File: src/rtl/tcpq_pkg.sv
// Package for the two-class priority queue: sizes, codes and shared types.
// No dependencies; imported by the top level.
package tcpq_pkg;

	localparam int QUEUE_DEPTH = 16;
	localparam int IDX_W       = $clog2(QUEUE_DEPTH);
	localparam int CNT_W       = $clog2(QUEUE_DEPTH + 1);
	localparam int TAG_W       = 16;
	localparam int CLASS_W     = 7;
	localparam int IN_DATA_W   = 24;   // tag + class, padded to bytes
	localparam int OUT_DATA_W  = 16;   // served tag
	localparam int OUT_USER_W  = 3;    // status + priority flag

	localparam logic [CLASS_W-1:0] THRESHOLD_RESET = CLASS_W'(60);

	typedef logic [IDX_W-1:0]   idx_t;
	typedef logic [CNT_W-1:0]   cnt_t;
	typedef logic [TAG_W-1:0]   tag_t;
	typedef logic [CLASS_W-1:0] class_t;

	typedef enum logic {
		OP_ENQUEUE = 1'b0,
		OP_SERVE   = 1'b1
	} op_t;

	typedef enum logic [1:0] {
		ST_ENQUEUED = 2'd0,
		ST_SERVED   = 2'd1,
		ST_EMPTY    = 2'd2,
		ST_DROPPED  = 2'd3
	} status_t;

	// Wrapping increment of a ring pointer.
	function automatic idx_t ring_next(input idx_t pos);
		if (pos == idx_t'(QUEUE_DEPTH - 1)) begin
			return '0;
		end
		return pos + idx_t'(1);
	endfunction

endpackage

File: src/rtl/tcpq_ram.sv
// Generic single-write, single-read RAM with registered read data.
// No dependencies; used for both tag stores of the queue.
module tcpq_ram #(
	parameter int WIDTH = 16,
	parameter int DEPTH = 16
) (
	input  logic                     clk,
	input  logic                     wr_en,
	input  logic [$clog2(DEPTH)-1:0] wr_addr,
	input  logic [WIDTH-1:0]         wr_data,
	input  logic [$clog2(DEPTH)-1:0] rd_addr,
	output logic [WIDTH-1:0]         rd_data
);

	logic [WIDTH-1:0] mem_q [DEPTH];

	always_ff @(posedge clk) begin
		if (wr_en) begin
			mem_q[wr_addr] <= wr_data;
		end
		rd_data <= mem_q[rd_addr];
	end

endmodule

File: src/rtl/two_class_priority_queue.sv
// An accepted request waits in the stage 1 register until the result slot is free,
// and its result is then registered into the output register that drives m_axis.
// One request per cycle unless m_axis stalls; each moves head/tail/count of one ring.
// Tag stores are registered-read RAMs, prefetched at the head pointer each cycle.
// Reset (arst_n low, async): pointers and counts zero, threshold 60, pipeline empty.
// Tag store contents are not cleared; only occupied entries are ever read.
// Depends on tcpq_pkg and tcpq_ram.
module two_class_priority_queue
	import tcpq_pkg::*;
(
	input  logic                  clk,
	input  logic                  arst_n,
	// configuration: threshold register
	input  logic                  cfg_wr_en,
	input  logic [CLASS_W-1:0]    cfg_wr_data,   // priority_threshold
	// request stream
	input  logic                  s_axis_tvalid,
	output logic                  s_axis_tready,
	input  logic [IN_DATA_W-1:0]  s_axis_tdata,  // [15:0] item_tag, [22:16] class_value
	input  logic                  s_axis_tuser,  // [0] operation
	// result stream
	output logic                  m_axis_tvalid,
	input  logic                  m_axis_tready,
	output logic [OUT_DATA_W-1:0] m_axis_tdata,  // [15:0] served_tag
	output logic [OUT_USER_W-1:0] m_axis_tuser   // [1:0] status, [2] priority_class
);

	// ---------------------------------------------------------------
	// Threshold register
	// ---------------------------------------------------------------
	class_t thr_q;

	always_ff @(posedge clk or negedge arst_n) begin
		if (!arst_n) begin
			thr_q <= THRESHOLD_RESET;
		end else if (cfg_wr_en) begin
			thr_q <= cfg_wr_data;
		end
	end

	// ---------------------------------------------------------------
	// Input register (stage 1)
	// ---------------------------------------------------------------
	logic   req_valid_s1;
	op_t    op_s1;
	tag_t   tag_s1;
	class_t class_s1;
	logic   advance;
	logic   out_valid_q;

	// the request in stage 1 moves on when the result slot is free or draining
	assign advance       = req_valid_s1 && (!out_valid_q || m_axis_tready);
	assign s_axis_tready = !req_valid_s1 || advance;

	always_ff @(posedge clk or negedge arst_n) begin
		if (!arst_n) begin
			req_valid_s1 <= 1'b0;
		end else if (s_axis_tready) begin
			req_valid_s1 <= s_axis_tvalid;
		end
	end

	always_ff @(posedge clk) begin
		if (s_axis_tvalid && s_axis_tready) begin
			op_s1    <= op_t'(s_axis_tuser);
			tag_s1   <= s_axis_tdata[TAG_W-1:0];
			class_s1 <= s_axis_tdata[TAG_W +: CLASS_W];
		end
	end

	// ---------------------------------------------------------------
	// Ring pointers and counts
	// ---------------------------------------------------------------
	idx_t n_head_q, n_tail_q, p_head_q, p_tail_q;
	cnt_t n_count_q, p_count_q;
	idx_t n_head_d, p_head_d;

	logic is_enq, is_hi;
	logic n_full, p_full, n_empty, p_empty;
	logic n_push, p_push, n_pop, p_pop;

	assign is_enq  = (op_s1 == OP_ENQUEUE);
	assign is_hi   = (class_s1 >= thr_q);
	assign n_full  = (n_count_q == cnt_t'(QUEUE_DEPTH));
	assign p_full  = (p_count_q == cnt_t'(QUEUE_DEPTH));
	assign n_empty = (n_count_q == '0);
	assign p_empty = (p_count_q == '0);

	// strict priority: normal ring is served only when the priority ring is empty
	assign p_push = advance && is_enq && is_hi && !p_full;
	assign n_push = advance && is_enq && !is_hi && !n_full;
	assign p_pop  = advance && !is_enq && !p_empty;
	assign n_pop  = advance && !is_enq && p_empty && !n_empty;

	assign n_head_d = n_pop ? ring_next(n_head_q) : n_head_q;
	assign p_head_d = p_pop ? ring_next(p_head_q) : p_head_q;

	always_ff @(posedge clk or negedge arst_n) begin
		if (!arst_n) begin
			n_head_q  <= '0;
			n_tail_q  <= '0;
			n_count_q <= '0;
			p_head_q  <= '0;
			p_tail_q  <= '0;
			p_count_q <= '0;
		end else begin
			n_head_q <= n_head_d;
			p_head_q <= p_head_d;
			if (n_push) begin
				n_tail_q  <= ring_next(n_tail_q);
				n_count_q <= n_count_q + cnt_t'(1);
			end else if (n_pop) begin
				n_count_q <= n_count_q - cnt_t'(1);
			end
			if (p_push) begin
				p_tail_q  <= ring_next(p_tail_q);
				p_count_q <= p_count_q + cnt_t'(1);
			end else if (p_pop) begin
				p_count_q <= p_count_q - cnt_t'(1);
			end
		end
	end

	// ---------------------------------------------------------------
	// Tag stores. Read address is the next head, so the head entry is
	// ready in the following cycle. A write landing on that same address
	// is caught by a one-entry bypass, since the RAM returns old data.
	// ---------------------------------------------------------------
	tag_t n_ram_rd, p_ram_rd;
	tag_t n_byp_data_q, p_byp_data_q;
	logic n_byp_q, p_byp_q;
	tag_t n_head_tag, p_head_tag;

	tcpq_ram #(
		.WIDTH (TAG_W),
		.DEPTH (QUEUE_DEPTH)
	) u_normal_store (
		.clk     (clk),
		.wr_en   (n_push),
		.wr_addr (n_tail_q),
		.wr_data (tag_s1),
		.rd_addr (n_head_d),
		.rd_data (n_ram_rd)
	);

	tcpq_ram #(
		.WIDTH (TAG_W),
		.DEPTH (QUEUE_DEPTH)
	) u_priority_store (
		.clk     (clk),
		.wr_en   (p_push),
		.wr_addr (p_tail_q),
		.wr_data (tag_s1),
		.rd_addr (p_head_d),
		.rd_data (p_ram_rd)
	);

	always_ff @(posedge clk or negedge arst_n) begin
		if (!arst_n) begin
			n_byp_q <= 1'b0;
			p_byp_q <= 1'b0;
		end else begin
			n_byp_q <= n_push && (n_tail_q == n_head_d);
			p_byp_q <= p_push && (p_tail_q == p_head_d);
		end
	end

	always_ff @(posedge clk) begin
		n_byp_data_q <= tag_s1;
		p_byp_data_q <= tag_s1;
	end

	assign n_head_tag = n_byp_q ? n_byp_data_q : n_ram_rd;
	assign p_head_tag = p_byp_q ? p_byp_data_q : p_ram_rd;

	// ---------------------------------------------------------------
	// Result
	// ---------------------------------------------------------------
	status_t res_status;
	tag_t    res_tag;
	logic    res_prio;

	always_comb begin
		res_status = ST_EMPTY;
		res_tag    = '0;
		res_prio   = 1'b0;
		unique case (op_s1)
			OP_ENQUEUE: begin
				res_prio   = is_hi;
				res_status = (is_hi ? p_full : n_full) ? ST_DROPPED : ST_ENQUEUED;
			end
			OP_SERVE: begin
				if (!p_empty) begin
					res_status = ST_SERVED;
					res_tag    = p_head_tag;
					res_prio   = 1'b1;
				end else if (!n_empty) begin
					res_status = ST_SERVED;
					res_tag    = n_head_tag;
				end
			end
			default: ;
		endcase
	end

	status_t status_q;
	tag_t    served_q;
	logic    prio_q;

	always_ff @(posedge clk or negedge arst_n) begin
		if (!arst_n) begin
			out_valid_q <= 1'b0;
		end else if (advance) begin
			out_valid_q <= 1'b1;
		end else if (m_axis_tready) begin
			out_valid_q <= 1'b0;
		end
	end

	always_ff @(posedge clk) begin
		if (advance) begin
			status_q <= res_status;
			served_q <= res_tag;
			prio_q   <= res_prio;
		end
	end

	assign m_axis_tvalid = out_valid_q;
	assign m_axis_tdata  = served_q;
	assign m_axis_tuser  = {prio_q, status_q};

endmodule
File: config.mk
export PLATFORM = sky130hd
export DESIGN_NAME = two_class_priority_queue
export DESIGN_NICKNAME = d
export VERILOG_FILES = /design/src/rtl/tcpq_pkg.sv /design/src/rtl/tcpq_ram.sv /design/src/rtl/two_class_priority_queue.sv
export SDC_FILE = /design/constraint.sdc
export NUM_CORES = 1
export LEC_CHECK = 0
export BUFFER_PORTS_ARGS = -buffer_cell sky130_fd_sc_hd__buf_2
export CAP_MARGIN = 5
export CORE_UTILIZATION = 37
export CTS_BUF_LIST = sky130_fd_sc_hd__clkbuf_4
export CTS_CLUSTER_DIAMETER = 60
export DETAILED_ROUTE_END_ITERATION = 6
export MAX_ROUTING_LAYER = met4
export SLEW_MARGIN = 20
export SYNTH_ARGS = -nofsm -noshare
export SYNTH_HDL_FRONTEND = slang
export SYNTH_SLANG_ARGS = --single-unit
File: constraint.sdc
create_clock -name clk -period 8.25 [get_ports clk]
set_clock_uncertainty 0.05 [all_clocks]
set_input_delay 0.825 -clock clk [delete_from_list [all_inputs] [get_ports clk]]
set_output_delay 0.825 -clock clk [all_outputs]
set_load 0.03 [all_outputs]
Word level (Yosys, flattened, before mapping)
Memory sizes are Yosys's and may differ from the RTL's. A register that Yosys moved wholly into a read port is not among the register bits.
Index checks and enable logic that the tools add are counted.
{"block": "totals", "word_cells": 102, "inputBits": 37, "n_memories": 2, "ram_bits": 512, "register_bits": 96}
{"block": "classes", "n_mux": 37, "n_reduce_logical": 27, "n_bitwise": 1, "order_cmp": 1, "n_eq_ne": 8, "n_addsub": 8}
{"memory": "u_normal_store.mem_q", "depth": 16, "word_bits": 16, "read_ports": 1, "rd_clocked_by_memory_dff": 1, "write_ports": 1, "line": "tcpq_ram.sv:15", "text": "logic [WIDTH-1:0] mem_q [DEPTH];"}
{"memory": "u_priority_store.mem_q", "depth": 16, "word_bits": 16, "read_ports": 1, "rd_clocked_by_memory_dff": 1, "write_ports": 1, "line": "tcpq_ram.sv:15"}
{"cell": "16-bit 2-to-1 mux", "n": 4}
{"cell": "4-bit 2-to-1 mux", "n": 10}
{"cell": "5-bit 2-to-1 mux", "n": 4}
{"cell": "4-bit by 1-bit adder with 4-bit output, second input constant", "n": 4}
{"cell": "4-bit == test, second input constant", "n": 4}
{"cell": "1-bit 2-to-1 mux", "n": 14}
{"cell": "1-bit logical AND", "n": 13}
{"cell": "5-bit by 1-bit adder with 5-bit output, second input constant", "n": 2}
{"cell": "5-bit == test, second input constant", "n": 2}
{"cell": "5-bit zero test", "n": 2}
{"cell": "5-bit by 1-bit subtractor with 5-bit output, second input constant", "n": 2}
{"cell": "4-bit == test", "n": 2}
{"cell": "7-bit greater-or-equal comparator", "n": 1}
{"cell": "1-bit zero test", "n": 7}
{"cell": "2-bit 2-to-1 mux", "n": 3}
{"cell": "2-bit nonzero test", "n": 3}
{"cell": "2-bit case mux with 2 select lines", "n": 1}
{"cell": "1-bit logical OR", "n": 2}
{"cell": "1-bit case mux with 2 select lines", "n": 1}
{"cell": "1-bit NOT", "n": 1}

Logic depth before layout (Yosys ltp)
Gate-level depths: netlist of the first run.
{"block": "logic_depth", "word_depth": 9, "depth_mapped": 15, "depth_no_buf": 15}

By module
From an unflattened synthesis of the first run, not the netlist that was laid out.
{"block": "unflattened", "cells_unflattened": 1192, "hier_area_um2": 24364.6}
{"mod": "tcpq_ram", "seq_area_each_um2": 8007.7, "cells_each": 432, "area_each_um2": 10043.4, "instances": 2}
{"mod": "two_class_priority_queue", "seq_area_each_um2": 2542.4, "cells_each": 328, "area_each_um2": 4277.9, "instances": 1}

Worst setup path after synthesis of the first run
Ideal clock, no wire load.
{"block": "synth_path", "kind": "input to register", "startpoint": "input port m_axis_tready", "endpoint": "memory u_priority_store.mem_q[0][0] (enable)", "arrival_time_ns": 3.800, "setup_slack_ns": 3.964, "required_ns": 7.764, "cell_stages": 6, "n_path_buf": 0, "setup_ns": 0.436, "cell_sequence": "nand2b_1 > nand2_1 > a211oi_1 > and2_1 > inv_1 > nor4b_1"}
{"block": "synth_between", "elab_chain_cells": 7}
{"element": "start, declared", "line": "two_class_priority_queue.sv:23", "text": "input logic m_axis_tready,"}
{"element": "1-bit logical OR", "line": "two_class_priority_queue.sv:52", "text": "assign advance = req_valid_s1 && (!out_valid_q || m_axis_tready);"}
{"element": "1-bit logical AND", "line": "two_class_priority_queue.sv:52"}
{"element": "1-bit logical AND (3 in a row)", "line": "two_class_priority_queue.sv:90", "text": "assign p_push = advance && is_enq && is_hi && !p_full;"}
{"element": "1-bit 2-to-1 mux", "line": "tcpq_ram.sv:18", "text": "if (wr_en) begin"}
{"element": "1-bit 2-to-1 mux (not written as such)", "line": "tcpq_ram.sv:19", "text": "mem_q[wr_addr] <= wr_data;"}
{"element": "end, declared", "line": "tcpq_ram.sv:15"}
Every way passes these cells.

Worst setup path in the final report of the first run
{"block": "layout_path", "startpoint": "register n_count_q[1]", "endpoint": "register u_normal_store.rd_data[13] (read register of u_normal_store.mem_q)"}
{"block": "layout_between", "elab_chain_cells": 4}
{"element": "start, declared", "line": "two_class_priority_queue.sv:75", "text": "cnt_t n_count_q, p_count_q;"}
{"element": "start signal, assigned", "line": "two_class_priority_queue.sv:111", "text": "n_count_q <= n_count_q + cnt_t'(1);"}
{"element": "start signal, assigned", "line": "two_class_priority_queue.sv:113", "text": "n_count_q <= n_count_q - cnt_t'(1);"}
{"element": "5-bit zero test", "line": "two_class_priority_queue.sv:86", "text": "assign n_empty = (n_count_q == '0);"}
{"element": "1-bit zero test"}
{"element": "1-bit logical AND", "line": "two_class_priority_queue.sv:93", "text": "assign n_pop = advance && !is_enq && p_empty && !n_empty;"}
{"element": "4-bit 2-to-1 mux", "line": "two_class_priority_queue.sv:95", "text": "assign n_head_d = n_pop ? ring_next(n_head_q) : n_head_q;"}
{"element": "end, declared", "line": "tcpq_ram.sv:12", "text": "output logic [WIDTH-1:0] rd_data"}
Every way passes these cells.
A chain may end at the register's enable or synchronous reset.

==> out/metrics.cfg, run 1 <==
[synth]
synthCells=1626
async_flop_share_pct=5.78
yosys_warnings=0
synth_seq_area_share_pct=73.6
syn_area_um2=25200
ys_seq_elements=640
syn_avg_cell_area_um2=15.5
synth_cell_types=70
synth_edf_count=555
ys.flop_type=edfxtp_1
synth_nets=1688

[setup_path]
cp_max_fo=109
crit_chain=nor4_1 > a211o_1 > o21ai_1 > and2_2 > buf_4 > inv_4 > buf_12 > mux2i_1 > a221oi_1 > or4_1
crit_required_ns=9.07
arrival_ns=5.63
crit_family=simple AND/OR/NAND/NOR gates
r2r_slack_ns=3.44
slowest_stage=a211o_1
crit_type=reg2reg
critical_path_buf_inv_count=3
crit_path_start_kind=flop
worst_setup_path_end_kind=flop
crit_path_max_incr_delay_ns=0.78

[layout]
syn_to_final_growth_pct=15.7
post_route_cells_drive_above_1_share_pct=21.6
finalNetCount=1879

[floorplan]
io_pins=58
die_h_um=263
die_area_um2=69200
die_x_um=263
start_util_pct=37.5
core_area_um2=67300
row_count=95

[route]
via_count=14800
vias_per_cell=5.24
wl_per_cell_um=21.2
drc=0
dr.pass1.iters=5
wl_um=59900
ant_nets=0
first_iter_violations=1100

[cts]
cts-root-buf=clkbuf_4
postCtsHoldBufs=33
htree_levels=4
clk_latency_ns=1.00
clock_sinks=640
cts_resized=0
clk_pin_slew_ns=0.06
cts_tree=built
clockBufferDepth=3
postCtsSetupBuffers=0
cts_made_buffers=164

[global_route]
met1_usage_pct=23.3
gr-max-usage-layer=met2
grt_max_degree=110
antenna_found_initial=3
grt_overflow=0
grt_use_total_pct=18.0
grt_use_met2_pct=27.6
grt_pass1_vias=15000
met3_usage_pct=4.11
grt_pass1_wl_um=90100

[pwr]
power.leakage_nw=9.97
p_int_mw=6.35
power_switching_mw=3.02
power_density_nw_per_um2=321
clkPwrFrac_pct=31.2
p_comb_share_pct=26.5
seq_power_share_pct=42.3
irDropWorstVdd_v=0.000185
swShare_pct=32.3

[place]
place.gp.congestion=0.794
port_buffers=56
place_hpwl_um=33600

[timing]
min_period_over_period_pct=58.3
slew_headroom_pct=24.2
fin_crit_ns=4.81
final-max-slew-violation-count=0
tightest_slew_ns=1.14
setup_violations=0
fin_setup_tns_ns=0
hold_slack_ns=0.107
fmax_ghz=0.208
rsz0062_at_grt=no
hold_violations=0

[min_path]
min-delay-path-class=in2reg

[run]
max_cap_viol_count=0

[outcome]
status=complete, no violations

-- per-stage QoR --
| step | instances | utilization [%] | power, mW | instance area (um2) | setup slack, ns |
|---|---|---|---|---|---|
| floorplan | 1626 | - | 5.77 | 25200 | 3.96 |
| global placement | 2486 | 39.3 | 6.42 | 26400 | 3.14 |
| detailed placement | 2486 | 39.3 | 6.50 | 26400 | 3.02 |
| CTS | 2820 | 43.2 | 9.44 | 29100 | 3.46 |
| global route | 2826 | 43.3 | 9.85 | 29100 | 3.12 |
| finish | 2830 | 43.3 | 9.37 | 29200 | 3.44 |
-- logic make-up (layout without fill, tap and decap cells) --
kind of cell | after synthesis | count (layout) | synth area share, %
AND/OR/NAND/NOR | 331 | 331 | 6.07
other | 0 | 5 | 0
XOR/XNOR | 20 | 20 | 0.695
flip-flops | 640 | 640 | 73.6
AO/OA/AOI/OAI | 334 | 334 | 9.82
buffers and inverters | 123 | 449 | 2.24
adder cells (fa/ha/maj) | 25 | 25 | 1.30
multiplexers | 153 | 153 | 6.24
-- routing by layer --
| metal | part of all wire, % | vias to the layer above |
|---|---|---|
| met5 | 0 | - |
| met4 | 2.1 | 0 |
| met3 | 5.9 | 90 |
| met2 | 47 | 493 |
| met1 | 45 | 7406 |
| li1 | - | 6827 |
-- synth_stat cells (20+ instances only) --
master,count,share of area [%]
a21oi_1,122,2.4
a221oi_1,54,1.9
a32o_1,46,1.8
buf_2,21,0.42
clkbuf_1,59,0.88
dfrtp_1,33,3.3
dfxtp_1,48,3.8
edfxtp_1,555,66
ha_1,23,1.1
inv_1,20,0.30
mux2i_1,130,5.2
nand2_1,226,3.4
-- placed cells by master (no fill, tap or decap), drive strengths merged, types with 4 or more instances in the layout --
cell	Yosys	layout
mux2	22	22
buf	39	91
nand2	227	227
bufinv	0	8
nand3	12	12
a31oi	7	7
nor3	9	9
mux2i	131	131
ha	23	23
clkbuf	60	254
o22ai	16	16
dfstp	4	4
and3	14	14
and4b	5	5
and4	4	4
edfxtp	555	555
clkinv	1	37
a32o	46	46
nor4b	4	4
nand2b	10	10
and2	9	9
a221oi	64	64
dlygate4sd3	0	33
a21o	9	9
a21oi	122	122
dfrtp	33	33
dfxtp	48	48
or4	17	17
diode	0	5
o21ai	19	19
nor2	10	10
a22o	15	15
inv	23	25
a211oi	18	18
xnor2	18	18
-- power groups by stage --
stage          registers (mW)  clock network [mW]  logic (mW)
2_1_floorplan            3.98                   0        1.78
3_3_place_gp             4.03                   0        2.39
3_5_place_dp             4.04                   0        2.45
4_1_cts                  3.98                2.99        2.47
5_1_grt                  3.99                3.16        2.70
6_report                 3.96                2.92        2.48
-- path summary, 6_finish.rpt --
check | cells past startpoint | endpoint | startpoint
max | 10 | u_normal_store.rd_data[13]$_DFF_P_ | n_count_q[1]$_DFFE_PN0P_
min reg2reg | 1 | n_count_q[4]$_DFFE_PN0P_ | n_count_q[4]$_DFFE_PN0P_
max in group asynchronous | 2 | n_head_q[1]$_DFF_PN0_ | arst_n
min in group asynchronous | 2 | p_tail_q[3]$_DFFE_PN0P_ | arst_n
min | 3 | req_valid_s1$_DFFE_PN0N_ | m_axis_tready
max reg2reg | 10 | u_normal_store.rd_data[13]$_DFF_P_ | n_count_q[1]$_DFFE_PN0P_
-- state kept, by name, indices dropped and copies added, names as in the netlist, 2 cells and up --
name / flops
u_priority_store.mem_q: 256
u_priority_store.rd_data: 16
n_tail_q: 4
class_s1: 7
p_byp_data_q: 16
u_normal_store.rd_data: 16
tag_s1: 16
m_axis_tdata: 16
thr_q: 7
status_q: 2
n_head_q: 4
n_count_q: 5
p_tail_q: 4
p_count_q: 5
u_normal_store.mem_q: 256
p_head_q: 4
-- worst register-to-register path: cells and delay by family (launching register included) --
family | cells | cell delay, ns
muxes | 1 | 0.40
DFF | 1 | 0.43
buffers and inverters | 3 | 1.30
AOI/OAI and AO/OA | 3 | 1.06
and+or+nand+nor | 3 | 1.47
-- layout make-up --
type	count	area [um2]
Inverter	24	93.8
Timing Repair Buffer	124	936
Antenna cell	5	12.5
Tap cell	873	1090
Sequential cell	640	18600
Fill cell	6100	38100
Clock inverter	47	403
Clock buffer	254	1910
Multi-Input combinational cell	863	6160
Power figures use the tool's default switching activity.
==> run 2, diff against run 1 <==
clock period = 5 ns   (was 8.25 ns; I/O delays follow)
==> run 2 against run 1 <==
  * Critical path depth unchanged
  * Routed wire length is 2.6% higher
  * Register-to-register slack got worse by 2.5 ns
  * Critical path type unchanged
==> out/metrics.cfg, run 2 (synthesis results as in run 1) <==
[outcome]
status=complete, no violations

[global_route]
grt_max_degree=71  ; -35%
antenna_found_initial=5  ; +2
grt_use_total_pct=18.4  ; +0.34 points
grt_pass1_vias=15100  ; +0.39%
grt_pass1_wl_um=91700  ; +1.8%
grt_overflow=0  ; unchanged

[pwr]
power.leakage_nw=10.1  ; +1.2%
power_density_nw_per_um2=525  ; +63%
irDropWorstVdd_v=0.000278  ; +50%

[layout]
final_cells=2851  ; +0.74%
largestRegisters=u_normal_store.mem_q x256, u_priority_store.mem_q x256
final_cell_area_um2=29300  ; +0.62%
final_cell_mix=555 x edfxtp_1, 270 x clkbuf_4, 226 x nand2_1, 129 x mux2i_1, 122 x a21oi_1
syn_to_final_growth_pct=16.4
post_route_cells_drive_above_1_share_pct=22.7  ; +1.1 points
finalNetCount=1905  ; +1.4%
fill_cells=6054  ; -0.75%
final_common_cell=edfxtp_1

[timing]
fmax_ghz=0.247  ; +19%
final-max-slew-violation-count=0  ; unchanged
min_period_over_period_pct=81.0  ; +23 points
setup_violations=0  ; unchanged
fin_setup_tns_ns=0  ; unchanged
hold_violations=0  ; unchanged
fin_crit_ns=4.05  ; -0.762 ns
tightest_slew_ns=1.13  ; -0.00984 ns
layout_setup_ws_ns=0.950  ; -2.49 ns
slew_headroom_pct=24.8  ; +0.60 points
rsz0062_at_grt=no

[setup_path]
crit_required_ns=5.86  ; -3.21 ns
cp_max_fo=51  ; -53%
worst_setup_path_end_kind=flop
crit_type=reg2reg
arrival_ns=4.91  ; -0.72 ns
crit_path_start_kind=flop

[floorplan]
start_util_pct=37.5  ; unchanged
io_pins=58  ; unchanged
die_area_um2=69200  ; unchanged
die_x_um=263  ; unchanged
die_h_um=263  ; unchanged
core_area_um2=67300  ; unchanged
row_count=95  ; unchanged

[place]
place.gp.congestion=0.794  ; about the same
port_buffers=56  ; unchanged
place_inst=2500  ; +0.56%
place_worst_setup_slack_ns=0.954  ; -2.06 ns
dpl_cell_area_um2=26500  ; +0.49%
place_hpwl_um=34200  ; +1.8%

[route]
first_iter_violations=1272  ; +16%
route.met3.wl_um=4310  ; +22%
top_layer=met4
vias_per_cell=5.27  ; +0.68%
wl_per_cell_um=21.6  ; +1.8%
dr.pass1.iters=5  ; unchanged
wl_met1_um=26900  ; +0.53%
wl_um=61500  ; +2.6%
via_count=15000  ; +1.4%
drc=0  ; unchanged
wl_met2_um=28500  ; +0.53%
ant_nets=0  ; unchanged

[min_path]
min-delay-path-class=in2async

[cts]
clk_pin_slew_ns=0.07  ; about the same
clock_sinks=640  ; unchanged
cts-root-buf=clkbuf_4
cts_made_buffers=162  ; -1.2%
clk_latency_ns=0.98  ; -0.02 ns
clockBufferDepth=3  ; unchanged
htree_levels=4  ; unchanged
cts_tree=built

[run]
max_cap_viol_count=0  ; unchanged

-- run 2: changes by cell type in the layout (fill, tap and decap cells not counted), moves of 2 or more --
cell	before	now
and2_1	6	3
and2_2	3	6
buf_12	1	3
buf_4	29	41
bufinv_16	8	4
clkbuf_4	254	270
clkinv_1	32	17
diode_2	5	1
dlygate4sd3_1	33	48
-- run 2: critical path, stage by stage, from the launching register on --
cell	delay (ns)
dfrtp_1	0.44
nor4_1	0.69
a211o_1	0.22
buf_4	0.27
o21ai_1	0.11
and2_2	0.20
inv_4	0.53
buf_4	0.41
mux2i_1	0.11
a221oi_1	0.76
or4_1	0.21
-- run 2: worst paths after layout --
kind	startpoint	endpoint	slack, ns	cells past startpoint
worst max-delay path	n_count_q[0]$_DFFE_PN0P_	u_normal_store.rd_data[12]$_DFF_P_	0.95	10
worst max register to register	n_count_q[0]$_DFFE_PN0P_	u_normal_store.rd_data[12]$_DFF_P_	0.95	10
worst min register to register	n_count_q[4]$_DFFE_PN0P_	n_count_q[4]$_DFFE_PN0P_	0.45	1
worst min-delay path	arst_n	m_axis_tvalid$_DFFE_PN0P_	0.17	2
min in group clk	s_axis_tdata[11]	tag_s1[11]$_DFFE_PP_	0.18	2
max in group asynchronous	arst_n	n_count_q[0]$_DFFE_PN0P_	4.10	2
-- run 2: metal layers --
layer  track usage [%]  vias up
li1                  -     6881
met1              23.9     7502
met2              27.5      530
met3              4.59      115
met4              7.33        0
met5                 -        -
-- run 2: power breakdown --
part	switching, mW	leakage [nW]	internal, mW
sequential	0.319	5.87	6.23
clock	2.07	1.35	2.63
combinational	2.57	2.87	1.59
total	4.96	10.1	10.4
-- run 2: layout make-up --
cell class / count / area [um2] / share of cell area, %
antenna: 1 / 2.50 / 0.00853
sequential: 640 / 18600 / 63.3
clock inverter: 28 / 221 / 0.755
clock buffer: 270 / 2030 / 6.91
timing repair buffer: 152 / 1190 / 4.05
tap: 873 / 1090 / 3.72
inverter: 24 / 93.8 / 0.320
multi-input combinational: 863 / 6160 / 21.0
-- run 2: metrics by stage --
stage	utilization, %	total power, mW	hold slack, ns
after CTS	43.5	15.5	0.0561
after global placement	39.4	10.7	0.436
final	43.6	15.4	0.175
after detailed placement	39.5	10.8	0.443
after floorplan	-	9.51	0.154
after global routing	43.6	16.2	0.0997
-- run 2: timing repair --
action,CTS,global route
hold buffers,48,0
setup buffers,0,0
hold endpoints to repair,66,0
gates resized for setup,0,0
==> run 3, diff against run 2 <==
clock period = 3.86 ns   (was 5 ns; I/O delays follow)
==> run 3 against run 2 <==
  * Critical path depth stayed put
  * Register-to-register slack got worse by 0.59 ns
  * Routed wire length down 0.50%
  * Clock-buffer cell count fell by 4
  * Maximum frequency increased by 16%
  * Global-route usage barely moved
  * Sequential cell count stayed put
  * Non-clock buffer count grew 71
  * Die area did not move
  * Final cell count increased by 3.0%
  * Sequential share of layout area is 1.5 points lower
  * Worst hold slack improved by 0.075 ns
==> out/metrics.cfg, run 3 (synthesis results as in run 1) <==
[global_route]
grt_use_met2_pct=27.9  ; +0.41 points
met1_usage_pct=23.9  ; -0.038 points
grt_max_degree=66  ; -7.0%
grt_pass1_vias=15500  ; +2.9%
met3_usage_pct=4.34  ; -0.25 points
gr-max-usage-layer=met2
grt_pass1_wl_um=91700  ; about the same
antenna_found_initial=5  ; unchanged
grt_overflow=0  ; unchanged
grt_use_total_pct=18.4  ; about the same

[pwr]
irDropWorstVdd_v=0.000311  ; +12%
power_density_nw_per_um2=670  ; +28%
power_switching_mw=6.45  ; +30%
p_total_mw=20.1  ; +31%
power.leakage_nw=10.5  ; +3.8%
p_comb_share_pct=27.7  ; +0.7 points
clkPwrFrac_pct=30.1  ; -0.4 points
swShare_pct=32.0  ; -0.16 points
p_int_mw=13.7  ; +31%
seq_power_share_pct=42.2  ; -0.3 points

[cts]
clock_sinks=640  ; unchanged
clk_latency_ns=1.01  ; +0.03 ns
clk_pin_slew_ns=0.06  ; about the same
clockBufferDepth=3  ; unchanged
cts-root-buf=clkbuf_4
htree_levels=4  ; unchanged
cts_made_buffers=166  ; +2.5%
cts_resized=0  ; unchanged
cts_tree=built

[route]
drc=0  ; unchanged
ant_nets=0  ; unchanged
dr.pass1.iters=5  ; unchanged
vias_per_cell=5.24  ; -0.62%
first_iter_violations=1351  ; +6.2%
via_count=15400  ; +2.4%
wl_um=61200  ; -0.50%
wl_per_cell_um=20.8  ; -3.4%

[setup_path]
crit_required_ns=4.65  ; -1.21 ns
crit_chain=nor4_1 > a211o_1 > buf_4 > o21ai_1 > and2_2 > inv_4 > buf_12 > mux2i_1 > a221oi_1 > or4_1
worst_setup_path_end_kind=flop
crit_path_max_incr_delay_ns=0.54  ; -0.22 ns
crit_family=simple AND/OR/NAND/NOR gates
cp_max_fo=26  ; -49%
crit_type=reg2reg
critical_path_buf_inv_count=3  ; unchanged
slowest_stage=or4_1
arrival_ns=4.29  ; -0.62 ns
crit_path_start_kind=flop

[timing]
min_period_over_period_pct=90.7  ; +9.7 points
fin_setup_tns_ns=0  ; unchanged
slew_headroom_pct=28.1  ; +3.3 points
tightest_slew_ns=1.08  ; -0.0482 ns
setup_violations=0  ; unchanged
fin_crit_ns=3.50  ; -0.548 ns
hold_violations=0  ; unchanged
final-max-slew-violation-count=0  ; unchanged
rsz0062_at_grt=no
layout_setup_ws_ns=0.358  ; -0.592 ns
fmax_ghz=0.286  ; +16%

[floorplan]
core_area_um2=67300  ; unchanged
io_pins=58  ; unchanged
die_area_um2=69200  ; unchanged
die_h_um=263  ; unchanged
start_util_pct=37.5  ; unchanged
die_x_um=263  ; unchanged
row_count=95  ; unchanged

[layout]
syn_to_final_growth_pct=19.2
final_common_cell=edfxtp_1
fill_cells=5968  ; -1.4%
final_core_util_pct=44.7  ; +1.0 points
multi_input_area_um2=6140  ; -0.30%
post_route_cells_drive_above_1_share_pct=23.5  ; +0.82 points
final_cell_mix=555 x edfxtp_1, 266 x clkbuf_4, 226 x nand2_1, 129 x mux2i_1, 122 x a21oi_1
regArea_um2=18600  ; unchanged
largestRegisters=u_normal_store.mem_q x256, u_priority_store.mem_q x256
finalNetCount=1980  ; +3.9%

[min_path]
min-delay-path-class=in2reg

[place]
place_worst_setup_slack_ns=0.344  ; -0.610 ns
port_buffers=56  ; unchanged
place_hpwl_um=35400  ; +3.6%
place.gp.congestion=0.782  ; -1.5%

[outcome]
status=complete, no violations

[run]
max_cap_viol_count=0  ; unchanged

==> run 3: cell count changes in the layout (fill, tap and decap cells not counted), moves of 2 or more <==
cell	change
diode_2	+6
clkinv_1	+10
and2_1	+3
buf_4	+37
and3_1	+3
clkbuf_4	-4
dlygate4sd3_1	+28
and2_2	-3
clkinv_2	+4
and3_2	-3
buf_12	+8
buf_8	-2
==> run 3: path summary, 6_finish.rpt <==
check / start / endpoint / slack, ns / depth (start not counted)
setup / recovery: n_count_q[1]$_DFFE_PN0P_ / u_normal_store.rd_data[0]$_DFF_P_ / 0.36 / 10
hold / removal: cfg_wr_en / thr_q[4]$_DFFE_PN1P_ / 0.25 / 3
setup reg to reg: n_count_q[1]$_DFFE_PN0P_ / u_normal_store.rd_data[0]$_DFF_P_ / 0.36 / 10
hold reg to reg: n_count_q[4]$_DFFE_PN0P_ / n_count_q[4]$_DFFE_PN0P_ / 0.47 / 1
max in group asynchronous: arst_n / req_valid_s1$_DFFE_PN0N_ / 2.01 / 4
min in group asynchronous: arst_n / p_tail_q[1]$_DFFE_PN0P_ / 0.50 / 3
==> run 3: per-stage QoR <==
stage / cell area [um2] / hold WS, ns / instances
CTS: 30000 / 0.141 / 2928
global placement: 27000 / 0.444 / 2545
detailed placement: 27000 / 0.448 / 2545
floorplan: 25200 / 0.0404 / 1626
global route: 30000 / 0.186 / 2935
finish: 30000 / 0.250 / 2937
==> run 3: final cells by class <==
| class | instances | share of cell area [%] |
|---|---|---|
| inverter | 24 | 0.312 |
| sequential | 640 | 61.8 |
| tap | 873 | 3.64 |
| clock inverter | 41 | 0.900 |
| multi-input combinational | 863 | 20.4 |
| antenna | 7 | 0.0583 |
| timing repair buffer | 223 | 6.25 |
| clock buffer | 266 | 6.65 |
==> run 3: timing repair <==
action | 4_1_cts | 5_1_grt
setup buffers | 0 | 0
hold buffers | 76 | 0
endpoints found under the hold margin | 70 | 0
==> run 3: worst register-to-register path: stages (launching register included) <==
cell and delay [ns]:
dfrtp_1 0.44, nor4_1 0.47, a211o_1 0.24, buf_4 0.28, o21ai_1 0.11, and2_2 0.22, inv_4 0.33, buf_12 0.30
mux2i_1 0.25, a221oi_1 0.11, or4_1 0.54
==> run 3: power groups by stage <==
stage | combinational, mW | clock [mW] | sequential [mW]
detailed placement | 5.50 | 0 | 8.66
global placement | 5.39 | 0 | 8.65
floorplan | 3.81 | 0 | 8.51
finish | 5.57 | 6.06 | 8.50
CTS | 5.58 | 6.21 | 8.52
global route | 6.06 | 6.60 | 8.55
==> run 3: routing by layer <==
metal / vias to the layer above / wire, um / part of all wire, %
li1: 7041 / - / -
met1: 7746 / 27500 / 45
met2: 486 / 28500 / 47
met3: 113 / 3710 / 6.1
met4: 0 / 1530 / 2.5
met5: - / 0 / 0
